--- src/sv/dxsl_pkg.sv ---
// Package with shared types, constants and the expected-tag table of the subject locator.
package dxsl_pkg;

    localparam int MAX_CERT_BYTES = 65536;
    localparam int POS_LIMIT_INT  = (MAX_CERT_BYTES - 1 > 65535) ? 65535 : MAX_CERT_BYTES - 1;
    localparam logic [15:0] POS_LIMIT = POS_LIMIT_INT[15:0];

    localparam logic [7:0] TAG_SEQUENCE    = 8'h30;
    localparam logic [7:0] TAG_CONTEXT0    = 8'hA0;
    localparam logic [7:0] TAG_INTEGER     = 8'h02;
    localparam logic [7:0] LEN_LONG_FLAG   = 8'h80;
    localparam logic [7:0] LEN_COUNT_MASK  = 8'h7F;
    localparam logic [2:0] SUBJECT_INDEX   = 3'd7;
    localparam logic [2:0] ENTERED_HEADERS = 3'd2;

    typedef enum logic [1:0] {
        PH_TAG     = 2'd0,
        PH_LEN     = 2'd1,
        PH_LONGLEN = 2'd2,
        PH_SKIP    = 2'd3
    } parse_phase_t;

    typedef enum logic [1:0] {
        ST_FOUND  = 2'd0,
        ST_BADTAG = 2'd1,
        ST_SHORT  = 2'd2
    } status_t;

    typedef struct packed {
        logic [7:0] byte_value;
        logic       first_byte;
        logic       last_byte;
    } beat_t;

    typedef struct packed {
        status_t     status;
        logic [15:0] subject_offset;
        logic [31:0] subject_size;
    } result_t;

    function automatic logic [7:0] expected_tag(input logic [2:0] idx);
        logic [7:0] tag;
        case (idx)
            3'd0:    tag = TAG_SEQUENCE;
            3'd1:    tag = TAG_SEQUENCE;
            3'd2:    tag = TAG_CONTEXT0;
            3'd3:    tag = TAG_INTEGER;
            default: tag = TAG_SEQUENCE;
        endcase
        return tag;
    endfunction

endpackage

--- src/sv/dxsl_parser.sv ---
// Header walker: parse state registers and the per-byte next-state and result logic.
module dxsl_parser (
    input  logic             clk,
    input  logic             rst_n,
    input  logic             step,
    input  dxsl_pkg::beat_t  beat,
    output logic             res_valid,
    output dxsl_pkg::result_t res
);

    dxsl_pkg::parse_phase_t phase_reg, phase_next;
    logic [2:0]  index_reg, index_next;
    logic [31:0] acc_reg, acc_next;
    logic [6:0]  lbl_reg, lbl_next;
    logic [31:0] skip_reg, skip_next;
    logic [15:0] pos_reg, pos_next;
    logic [15:0] start_reg, start_next;
    logic [7:0]  hb_reg, hb_next;
    logic        given_reg, given_next;

    always_ff @(posedge clk or negedge rst_n)
    begin
        if (!rst_n)
        begin
            phase_reg <= dxsl_pkg::PH_TAG;
            index_reg <= '0;
            acc_reg   <= '0;
            lbl_reg   <= '0;
            skip_reg  <= '0;
            pos_reg   <= '0;
            start_reg <= '0;
            hb_reg    <= '0;
            given_reg <= 1'b0;
        end
        else
        begin
            phase_reg <= phase_next;
            index_reg <= index_next;
            acc_reg   <= acc_next;
            lbl_reg   <= lbl_next;
            skip_reg  <= skip_next;
            pos_reg   <= pos_next;
            start_reg <= start_next;
            hb_reg    <= hb_next;
            given_reg <= given_next;
        end
    end

    always_comb
    begin
        logic        first;
        logic        last;
        logic [7:0]  b;
        logic        hdr_done;
        logic        found;
        logic        emit_bad;
        logic        emit_short;
        logic [32:0] size_sum;
        logic [6:0]  lbl_dec;

        b     = beat.byte_value;
        first = beat.first_byte;
        last  = beat.last_byte;

        phase_next = phase_reg;
        index_next = index_reg;
        acc_next   = acc_reg;
        lbl_next   = lbl_reg;
        skip_next  = skip_reg;
        pos_next   = pos_reg;
        start_next = start_reg;
        hb_next    = hb_reg;
        given_next = given_reg;

        hdr_done   = 1'b0;
        found      = 1'b0;
        emit_bad   = 1'b0;
        emit_short = 1'b0;
        size_sum   = '0;
        lbl_dec    = '0;
        res_valid  = 1'b0;
        res        = '0;

        if (step)
        begin
            // A first mark restarts the walk from the reset state.
            if (first)
            begin
                phase_next = dxsl_pkg::PH_TAG;
                index_next = '0;
                acc_next   = '0;
                lbl_next   = '0;
                skip_next  = '0;
                pos_next   = '0;
                start_next = '0;
                hb_next    = '0;
                given_next = 1'b0;
            end

            if (first || !given_reg)
            begin
                if (pos_next < dxsl_pkg::POS_LIMIT)
                begin
                    pos_next = pos_next + 16'd1;
                end

                case (phase_next)
                    dxsl_pkg::PH_TAG:
                    begin
                        if (last)
                        begin
                            emit_short = 1'b1;
                        end
                        else if (b != dxsl_pkg::expected_tag(index_next))
                        begin
                            emit_bad = 1'b1;
                        end
                        else
                        begin
                            start_next = first ? 16'd0 : pos_reg;
                            hb_next    = 8'd1;
                            phase_next = dxsl_pkg::PH_LEN;
                        end
                    end
                    dxsl_pkg::PH_LEN:
                    begin
                        hb_next = 8'd2;
                        if ((b & dxsl_pkg::LEN_LONG_FLAG) == 8'd0)
                        begin
                            acc_next = {24'd0, b};
                            hdr_done = 1'b1;
                        end
                        else
                        begin
                            acc_next = '0;
                            lbl_next = b[6:0];
                            if (b[6:0] == 7'd0)
                            begin
                                hdr_done = 1'b1;
                            end
                            else
                            begin
                                phase_next = dxsl_pkg::PH_LONGLEN;
                            end
                        end
                    end
                    dxsl_pkg::PH_LONGLEN:
                    begin
                        acc_next = {acc_next[23:0], b};
                        hb_next  = hb_next + 8'd1;
                        lbl_dec  = (lbl_next != 7'd0) ? lbl_next - 7'd1 : lbl_next;
                        lbl_next = lbl_dec;
                        if (lbl_dec == 7'd0)
                        begin
                            hdr_done = 1'b1;
                        end
                    end
                    dxsl_pkg::PH_SKIP:
                    begin
                        if (skip_next != 32'd0)
                        begin
                            skip_next = skip_next - 32'd1;
                        end
                        if (skip_next == 32'd0)
                        begin
                            phase_next = dxsl_pkg::PH_TAG;
                        end
                    end
                    default:
                    begin
                        phase_next = dxsl_pkg::PH_TAG;
                    end
                endcase

                if (hdr_done)
                begin
                    if (index_next >= dxsl_pkg::SUBJECT_INDEX)
                    begin
                        found = 1'b1;
                    end
                    else
                    begin
                        // Outer headers are entered; inner ones with content are skipped.
                        if (index_next < dxsl_pkg::ENTERED_HEADERS || acc_next == 32'd0)
                        begin
                            phase_next = dxsl_pkg::PH_TAG;
                        end
                        else
                        begin
                            skip_next  = acc_next;
                            phase_next = dxsl_pkg::PH_SKIP;
                        end
                        index_next = index_next + 3'd1;
                    end
                end

                size_sum = {25'd0, hb_next} + {1'b0, acc_next};

                if (emit_short)
                begin
                    res_valid  = 1'b1;
                    res.status = dxsl_pkg::ST_SHORT;
                end
                else if (emit_bad)
                begin
                    res_valid  = 1'b1;
                    res.status = dxsl_pkg::ST_BADTAG;
                end
                else if (found)
                begin
                    res_valid          = 1'b1;
                    res.status         = dxsl_pkg::ST_FOUND;
                    res.subject_offset = start_next;
                    res.subject_size   = size_sum[32] ? 32'hFFFF_FFFF : size_sum[31:0];
                end
                else if (last)
                begin
                    res_valid  = 1'b1;
                    res.status = dxsl_pkg::ST_SHORT;
                end

                if (res_valid)
                begin
                    given_next = 1'b1;
                end
            end
        end
    end

endmodule

--- src/sv/der_x509_subject_locator.sv ---
// Top level of the DER certificate subject locator: input register, parser and result register.
//
// The byte channel (byte_valid, byte_stall, byte_data) carries one certificate byte a beat,
// with first and last marks; a beat is taken at a clock edge with byte_valid high and
// byte_stall low. The result channel (result_valid, result_stall, result_data) gives at
// most one result per certificate: the subject offset and size, a tag mismatch, or early
// end of data. Bytes after a result are ignored until the next first mark.
// An accepted byte passes through the input register, then through the header walker
// into the result register. Throughput is one byte per cycle unless the receiver stalls;
// the walker updates its counters as each byte is taken.
// When the receiver stalls, a waiting result holds; the block takes at most one more byte
// into its input register, then raises byte_stall until the result is taken.
// Reset clears both registers' valid flags and puts the walker at the start of a
// certificate, so bytes sent before any first mark are parsed as a certificate.
module der_x509_subject_locator (
    input  logic               clk,
    input  logic               rst_n,
    input  logic               byte_valid,
    output logic               byte_stall,
    input  dxsl_pkg::beat_t    byte_data,
    output logic               result_valid,
    input  logic               result_stall,
    output dxsl_pkg::result_t  result_data
);

    logic              in_valid_reg;
    dxsl_pkg::beat_t   in_beat_reg;
    logic              out_valid_reg;
    dxsl_pkg::result_t out_data_reg;
    logic              advance;
    logic              step;
    logic              res_valid;
    dxsl_pkg::result_t res;

    // The held byte moves on whenever the result register is free or being emptied.
    assign advance    = !out_valid_reg || !result_stall;
    assign byte_stall = in_valid_reg && !advance;
    assign step       = in_valid_reg && advance;

    always_ff @(posedge clk or negedge rst_n)
    begin
        if (!rst_n)
        begin
            in_valid_reg  <= 1'b0;
            out_valid_reg <= 1'b0;
        end
        else
        begin
            if (!byte_stall)
            begin
                in_valid_reg <= byte_valid;
            end
            if (advance)
            begin
                out_valid_reg <= step && res_valid;
            end
        end
    end

    always_ff @(posedge clk)
    begin
        if (byte_valid && !byte_stall)
        begin
            in_beat_reg <= byte_data;
        end
        if (step && res_valid)
        begin
            out_data_reg <= res;
        end
    end

    dxsl_parser u_parser (
        .clk       (clk),
        .rst_n     (rst_n),
        .step      (step),
        .beat      (in_beat_reg),
        .res_valid (res_valid),
        .res       (res)
    );

    assign result_valid = out_valid_reg;
    assign result_data  = out_data_reg;

endmodule
--- config.mk ---
export PLATFORM = sky130hd
export DESIGN_NAME = der_x509_subject_locator
export DESIGN_NICKNAME = d
export VERILOG_FILES = /design/src/sv/dxsl_pkg.sv /design/src/sv/dxsl_parser.sv /design/src/sv/der_x509_subject_locator.sv
export SDC_FILE = /design/constraint.sdc
export NUM_CORES = 1
export LEC_CHECK = 0
export ABC_AREA = 1
export BUFFER_PORTS_ARGS = -buffer_cell sky130_fd_sc_hd__buf_4
export CAP_MARGIN = 20
export CORE_UTILIZATION = 60
export DETAILED_ROUTE_END_ITERATION = 10
export PLACE_DENSITY = 0.78
export SLEW_MARGIN = 40
export SYNTH_ARGS = -nofsm -noshare
export SYNTH_HDL_FRONTEND = slang
export SYNTH_SLANG_ARGS = --single-unit
--- constraint.sdc ---
create_clock -name clk -period 7.13 [get_ports clk]
set_input_delay 1.426 -clock clk [delete_from_list [all_inputs] [get_ports clk]]
set_output_delay 1.426 -clock clk [all_outputs]
set_load 0.05 [all_outputs]
=== Word-level counts from Yosys, hierarchy flattened ===
Cells that the tools add are included.
Widths: inputs -> output; s select.

* Register bits: 179
* Output and inout bits: 52
* Logic and storage cells: 155

* Add/subtract/negate cells: 6
* Magnitude comparators: 3
* Eq/ne operators: 6
* Muxes and demuxes: 96
* Bitwise logic cells: 3
* Reductions and logical operators: 23

{| class="wikitable"
|+ Operator list
! kind !! count
|-
| $mux 32 || 16
|-
| $mux 16 || 9
|-
| $mux 8 || 12
|-
| $logic_not 32->1 || 2
|-
| $pmux 32 s2 || 1
|-
| $mux 7 || 5
|-
| $add 8x32->33 || 1
|-
| $reduce_bool 32->1 || 1
|-
| $sub 32x1->32 const B || 1
|-
| $mux 2 || 15
|-
| $mux 1 || 28
|-
| $pmux 8 s3 || 1
|-
| $add 16x1->16 const B || 1
|-
| $lt 16x16->1 const B || 1
|-
| $pmux 8 s2 || 1
|-
| $mux 3 || 5
|-
| $logic_not 7->1 || 2
|-
| $pmux 7 s2 || 1
|-
| $add 8x1->8 const B || 1
|-
| $logic_not 8->1 || 1
|-
| $ne 8x8->1 || 1
|-
| $reduce_bool 7->1 || 1
|-
| $sub 7x1->7 const B || 1
|-
| $eq 3x2->1 const B || 2
|-
| 15 further kinds || 27
|}

=== Longest topological paths before layout ===
Gate-level depths: netlist (run 1).

* Word-level depth: 23
* Mapped depth: 32

=== Hierarchy ===
Synthesis (run 1) repeated with hierarchy kept, for this count alone.

* Cell total of the unflattened synthesis: 1,656
* Area total of the unflattened synthesis: 11,810.1 µm²

{| class="wikitable"
|+ Modules (own cells, without submodules)
! module !! instances !! cells each !! area each (µm²)
|-
| dxsl_parser || 1 || 1,581 || 9,907.0
|-
| der_x509_subject_locator || 1 || 75 || 1,903.1
|}

=== Worst setup path before layout (run 1) ===
OpenSTA, ideal clock, no wires.

* Path kind: register to register
* From: register in_beat_reg[1] in the netlist's numbering
* To: register out_data_reg, in the netlist result_data[24] (data pin)
* Setup time: 0.259 ns
* Data arrival time: 4.752 ns
* Setup slack: 2.119 ns
* Cell stages (with the launch flop): 30
* Period minus slack after synthesis: 5.011 ns
* Path through: edfxtp_1 buf_6 clkbuf_1 clkbuf_1 nor2_1 ha_1 ha_1 inv_1 nand3_1 nand2_1 nand3_1 o21ai_0 nand3_1 nor2_1 inv_1 buf_2 a31oi_1 ha_1 inv_1 fa_1 nand3b_1 nor2_1 nor2_1 o21ai_0 nand3b_4 nor2_2 nand3_1 nor2_1 xor2_1 a21oi_1

* Cells in the longest elaborated chain, start to end: 16
* Elaborated cells between the ends (all ways): 56
* Those cells by class: add/sub: 3; order compare: 1; eq/ne: 5; mux: 40; bitwise: 2; reduce/logical: 5

{| class="wikitable"
|+ RTL lines
! element !! line !! RTL
|-
| start: declaration || der_x509_subject_locator.sv:27 || <nowiki>dxsl_pkg::beat_t in_beat_reg;</nowiki>
|-
| start signal: assignment || der_x509_subject_locator.sv:64 || <nowiki>in_beat_reg <= byte_data;</nowiki>
|-
| $mux 3 || dxsl_parser.sv:87 || <nowiki>if (first)</nowiki>
|-
| $mux 3 || dxsl_parser.sv:84 || <nowiki>if (step)</nowiki>
|-
| $eq 3x2->1 || dxsl_pkg.sv:43 || <nowiki>case (idx)</nowiki>
|-
| $pmux 8 s2 || dxsl_pkg.sv:43 ||
|-
| $mux 8 || dxsl_parser.sv:110 || <nowiki>if (last)</nowiki>
|-
| $mux 8 || dxsl_parser.sv:107 || <nowiki>case (phase_next)</nowiki>
|-
| $mux 8 || dxsl_parser.sv:100 || <nowiki>if (first || !given_reg)</nowiki>
|-
| $mux 8 || dxsl_parser.sv:84 ||
|-
| $ne 8x8->1 || dxsl_parser.sv:114 || <nowiki>else if (b != dxsl_pkg::expected_tag(index_next))</nowiki>
|-
| $mux 8 || dxsl_parser.sv:114 ||
|-
| $mux 8 || dxsl_parser.sv:110 ||
|-
| $pmux 8 s3 || dxsl_parser.sv:107 ||
|-
| $mux 8 || dxsl_parser.sv:100 ||
|-
| $mux 8 || dxsl_parser.sv:84 ||
|-
| $add 8x32->33 || dxsl_parser.sv:197 || <nowiki>size_sum = {25'd0, hb_next} + {1'b0, acc_next};</nowiki>
|-
| $mux 32 || dxsl_parser.sv:214 || <nowiki>res.subject_size = size_sum[32] ? 32'hFFFF_FFFF : size_sum[31:0];</nowiki>
|-
| end signal: assignment || der_x509_subject_locator.sv:68 || <nowiki>out_data_reg <= res;</nowiki>
|-
| end: declaration || der_x509_subject_locator.sv:29 || <nowiki>dxsl_pkg::result_t out_data_reg;</nowiki>
|}

Parallel ways exist; a longest one is shown, timed or not. The select of a mux whose other input is x is not followed.
A chain may end at the register's enable or synchronous reset.

=== Final worst setup path (run 1) ===
* From: register in_beat_reg[1] in the netlist's numbering
* To: register out_data_reg, in the netlist result_data[27] (data pin)

Same word-level chain as after synthesis.

==> results.toml, run 1 <==
[status]
status = "completed"

[cts]
clockRootBuffer = "clkbuf_16"
cts_setup_buffers = 0
h-tree-depth = 4
cts_buffer_depth = 2
path_clk_slew_ns = 0.08
hold_buffers = 0
clkSinkCount = 179
cts-buffers-inserted = 17
cts_resized = 0
clock_latency_ns = 0.46
cts_tree = "yes"

[timing]
fin_crit_sh_pct = 86.1
rsz0062_at_grt = "no"
worst_slew_pin_slew_ns = 0.830
fin_skew_ns = 0.0147
hold_viol = 0
setup-violations-final = 0
layout_min_cycle_time_ns = 6.14
fin_tns_setup_ns = 0
slew_viol_final = 0
fmax_ghz = 0.163
slew_headroom_pct = 44.7

[detailed_routing]
totalWireLength_mm = 34.6
first_iter_violations = 1069
vias_per_cell = 5.84
drcViolationCount = 0
ant_nets = 0
avgRoutedWirePerCell_microns = 17.2
drt_pass1_iterations = 5
vias = 11748

[die]
die-area_sq_mm = 0.0209
ioPinCount = 66
dieHeight_microns = 144
rows = 51
coreArea_sq_mm = 0.0197
initial_core_util_pct = 61.9
fp.dieW_microns = 144

[power_and_ir_drop]
p_per_area_mw_per_mm2 = 308
ir_drop_mv = 0.196
leakage_nw = 5.90

[critical_path]
arrival_ns = 6.42
endpoint_kind = "flop"
path_class = "reg2reg"
cp_max_fo = 47
cp_num_buf_inv = 5
cpLargestDelayFamily = "buffers and inverters"
required_ns = 7.41
cp_slowest_cell = "clkinv_1"
reg2reg_from = "in_beat_reg[1]"
critical_path.startpoint = "in_beat_reg[1]"
cp-start-kind = "flop"
cpPeakStageDelay_ns = 0.78
cp_cell_sequence = "inv_6 > nand2_1 > inv_1 > ha_1 > buf_4 > clkinv_1 > a31oi_1 > ha_1 > inv_1 > fa_1 > nand3b_1 > nor2_1 > nor2_1 > o21ai_0 > nand3b_4 > nor3_2 > nand4_2 > a31oi_1"

[logic_synthesis]
synth_top_area_share_pct = 24.5
ys_ff_latch = 179
synth_area_per_cell_sq_um = 7.09
netlist-cell-type-count = 53
synth_warnings = 0
syn_inst = 1717
synth_top_cell_by_area = "dfrtp_1"
ys_seq_area_share_pct = 39.3
syn-num-nets = 1753
netlist_area_sq_mm = 0.0122
synth_area_leaders = "dfrtp_1, edfxtp_1, nand2_1"

[placed_design]
dp_cells = 1978
io_buffers = 65
hpwl_mm = 24.2
gp_congestion = 0.983
placed_cell_area_sq_mm = 0.0126

[finish]
fin_nets = 1769
final_common_cell = "nand2_1"
num_antenna_cells = 0
finalInstanceArea_sq_mm = 0.0133
area_delta_synth_final_pct = 9.13
largest_reg_flops = 50
drive_gt1_share_pct = 9.91
stdcell_count = 2011
mostFrequentLayoutCells = "nand2_1, nor2_1, inv_1"
nFillCells = 1766

[global_routing]
grt_pass1_wl_mm = 55.6
antenna_found_initial = 0
grt_usage_pct = 34.5
grt_remaining_overflow = 0
grt_pass1_vias = 10959
grt_max_degree = 86

[worst_hold_path]
hold_class = "reg2reg"
hold_start = "u_parser.start_reg[13]"

[job]
cap_violations = 0
-- layer usage --
metal	GRT usage, %	vias to the layer above	wire [microns]
li1	-	5660	-
met1	45.8	5480	14700
met2	56.4	525	16400
met3	4.70	83	2260
met4	15.1	0	1220
met5	0	-	0
-- logic make-up (layout without fill, tap and decap cells) --
kind of cell	count (synthesis)	after routing	share of synthesized area (%)
buffers and inverters	263	292	9.59
AOI/OAI and AO/OA	330	330	15.0
DFF	179	179	39.3
and+or+nand+nor	879	879	30.7
adders and majority gates	22	22	2.32
xor gates and xnor gates	44	44	3.17
-- power by group --
group	leakage, nW	internal (W)	switching [W]
logic	3.47	0.000488	0.00118
registers	2.13	0.00127	0.000150
clock network	0.298	0.000485	0.000508
total	5.90	0.00224	0.00184
-- Yosys cell counts, drive strengths merged --
cell / n
or2: 2
a211oi: 1
nand4: 18
clkinv: 4
o2111ai: 3
dfrtp: 119
o311ai: 1
clkbuf: 37
a31oi: 16
nor3: 16
o211ai: 3
nand3: 134
a311oi: 1
nand3b: 4
o31ai: 2
o21a: 3
buf: 43
inv: 179
fa: 1
nand2: 482
xor2: 34
xnor2: 10
nor4: 6
o22ai: 33
a21o: 1
o21ai: 137
ha: 21
nor3b: 1
nor2: 216
o21bai: 1
edfxtp: 60
a21oi: 127
a22oi: 1
-- area by class of cell --
class	count	area (sq um)	area share [%]
inverters	183	692	5.21
multi-input cells	1275	6240	47.0
clock inverters	15	203	1.53
flip-flops and latches	179	4780	36.0
repair buffers	77	609	4.59
well taps	265	332	2.50
clock buffers	17	425	3.20
-- stage by stage --
stage / worst slack [ns] / power [W] / util (%) / hold WS, ns
global route: 0.554 / 0.00434 / 67.6 / 0.509
detailed placement: 1.13 / 0.00307 / 64.2 / 0.466
floorplan: 2.12 / 0.00267 / - / 0.449
finish: 0.991 / 0.00409 / 67.6 / 0.488
global placement: 1.32 / 0.00304 / 64.2 / 0.462
CTS: 1.07 / 0.00406 / 67.4 / 0.489
-- worst paths after layout --
path	cells past startpoint	slack (ns)	endpoint
setup / recovery	18	0.99	result_data[27]
hold / removal	2	0.49	u_parser.start_reg[13]
setup reg to reg	18	0.99	result_data[27]
hold reg to reg	2	0.49	u_parser.start_reg[13]
max in group asynchronous	2	5.17	u_parser.acc_reg[2]
min in group asynchronous	1	0.96	u_parser.acc_reg[17]
-- worst register-to-register path: cells and delay by family (launching register included) --
| kind | cells | cell delay, ns |
|---|---|---|
| buf+inv | 5 | 1.74 |
| simple gates | 7 | 1.49 |
| flops | 1 | 0.63 |
| fa+ha+maj | 3 | 0.77 |
| compound gates | 3 | 1.33 |
(Power assumes the default switching activity.)
==> run 2, diff against run 1 <==
==> constraint.sdc (replaced) <==
create_clock -name clk -period 7.13 [get_ports clk]
set_input_delay 0.3565 -clock clk [delete_from_list [all_inputs] [get_ports clk]]
set_output_delay 0.3565 -clock clk [all_outputs]
set_load 0.05 [all_outputs]
==> results.toml, run 2 (synthesis results as in run 1) <==
[cts]
cts-buffers-inserted = 17
cts_tree = "yes"
clock_latency_ns = 0.45
clockRootBuffer = "clkbuf_16"
h-tree-depth = 4
cts_setup_buffers = 0
clkSinkCount = 179
path_clk_slew_ns = 0.08
cts_buffer_depth = 2

[placed_design]
dp_cells = 1979
placed_cell_area_sq_mm = 0.0126
hpwl_mm = 24.2
gp_congestion = 0.979
io_buffers = 65

[timing]
slew_headroom_pct = 45.4
setup-violations-final = 0
fmax_ghz = 0.166
hold_viol = 0
layout_min_cycle_time_ns = 6.01
fin_skew_ns = 0.0154
worst_slew_pin_slew_ns = 0.813
fin_crit_sh_pct = 84.3
slew_viol_final = 0
fin_tns_setup_ns = 0
rsz0062_at_grt = "no"

[finish]
finalInstanceArea_sq_mm = 0.0133
largest_reg_flops = 50
drive_gt1_share_pct = 9.95
fin_nets = 1771
mostFrequentLayoutCells = "nand2_1, nor2_1, inv_1"
final_common_cell = "nand2_1"
nFillCells = 1765
fin_util_pct = 67.6
area_delta_synth_final_pct = 9.20
stdcell_count = 2013
num_antenna_cells = 0
register_area_sq_mm = 0.00478
multiInputGateArea_sq_mm = 0.00624

[die]
coreArea_sq_mm = 0.0197
fp.dieW_microns = 144
initial_core_util_pct = 61.9
rows = 51
ioPinCount = 66
dieHeight_microns = 144
die-area_sq_mm = 0.0209

[worst_hold_path]
hold_class = "in2reg"

[power_and_ir_drop]
leakage_nw = 5.90
ir_drop_mv = 0.202
total_power_w = 0.00409
p_per_area_mw_per_mm2 = 307

[detailed_routing]
ant_nets = 0
drt_pass1_iterations = 5
first_iter_violations = 1057
drcViolationCount = 0
totalWireLength_mm = 34.9
vias_per_cell = 5.86
avgRoutedWirePerCell_microns = 17.3
vias = 11792

[global_routing]
grt_remaining_overflow = 0
grt_usage_pct = 34.4
grt_pass1_wl_mm = 55.3
grt_max_degree = 86
grt_pass1_vias = 10783
antenna_found_initial = 0

[critical_path]
cp-start-kind = "flop"
r2r_setup_slack_ns = 1.12
path_class = "reg2reg"
endpoint_kind = "flop"
cp_max_fo = 47
arrival_ns = 6.28
required_ns = 7.40

[status]
status = "completed"

[job]
cap_violations = 0
==> run 2: report_power, final <==
group / total, W / switching [W] / internal, W / leakage, nW
clock: 0.000986 / 0.000502 / 0.000484 / 0.298
combinational: 0.00168 / 0.00120 / 0.000488 / 3.47
sequential: 0.00142 / 0.000145 / 0.00127 / 2.13
total: 0.00409 / 0.00184 / 0.00224 / 5.90
==> run 2: area by class of cell <==
| class | instances | share of cell area, % |
|---|---|---|
| clock buffer | 17 | 3.20 |
| clock inverter | 15 | 1.51 |
| inverter | 183 | 5.21 |
| multi-input combinational | 1275 | 47.0 |
| sequential | 179 | 36.0 |
| tap | 265 | 2.49 |
| timing repair buffer | 79 | 4.67 |
==> run 2: worst paths after layout <==
path | from | end | cells after the start
hold reg to reg | u_parser.start_reg[3] | u_parser.start_reg[3] | 2
max in group asynchronous | rst_n | u_parser.pos_reg[4] | 3
hold / removal | byte_data[6] | in_beat_reg[6] | 1
setup / recovery | in_beat_reg[1] | result_data[27] | 18
setup reg to reg | in_beat_reg[1] | result_data[27] | 18
min in group asynchronous | rst_n | u_parser.acc_reg[26] | 2
==> run 2: timing repair <==
item | CTS | global route
resized for setup | 0 | 0
hold buffers | 1 | 0
setup endpoints to repair | 0 | 0
hold endpoints to repair | 43 | 0
==> run 2: layer usage <==
layer,up-vias,share of wire [%],track usage (%)
li1,5677,-,-
met2,504,47,55.7
met4,0,4.2,16.0
met1,5516,42,45.4
met5,-,0,0
met3,95,6.5,5.07
==> run 2: worst max-delay path, stage by stage, from the launching register on <==
cell      delay (ns)
edfxtp_1        0.58
inv_6           0.30
nand2_1         0.17
inv_1           0.11
ha_1            0.14
buf_4           0.42
clkinv_1        0.80
a31oi_1         0.48
ha_1            0.21
inv_1           0.05
fa_1            0.38
nand3b_1        0.19
nor2_1          0.09
nor2_1          0.07
o21ai_0         0.46
nand3b_4        0.20
nor3_2          0.21
nand4_2         0.52
a31oi_1         0.37
==> run 2: per-stage QoR <==
stage	hold WS [ns]	setup WS [ns]
4_1_cts	0.0733	1.23
3_3_place_gp	0.394	1.36
3_5_place_dp	0.409	1.26
2_1_floorplan	0.0609	2.12
5_1_grt	0.0677	0.643
6_report	0.0719	1.12
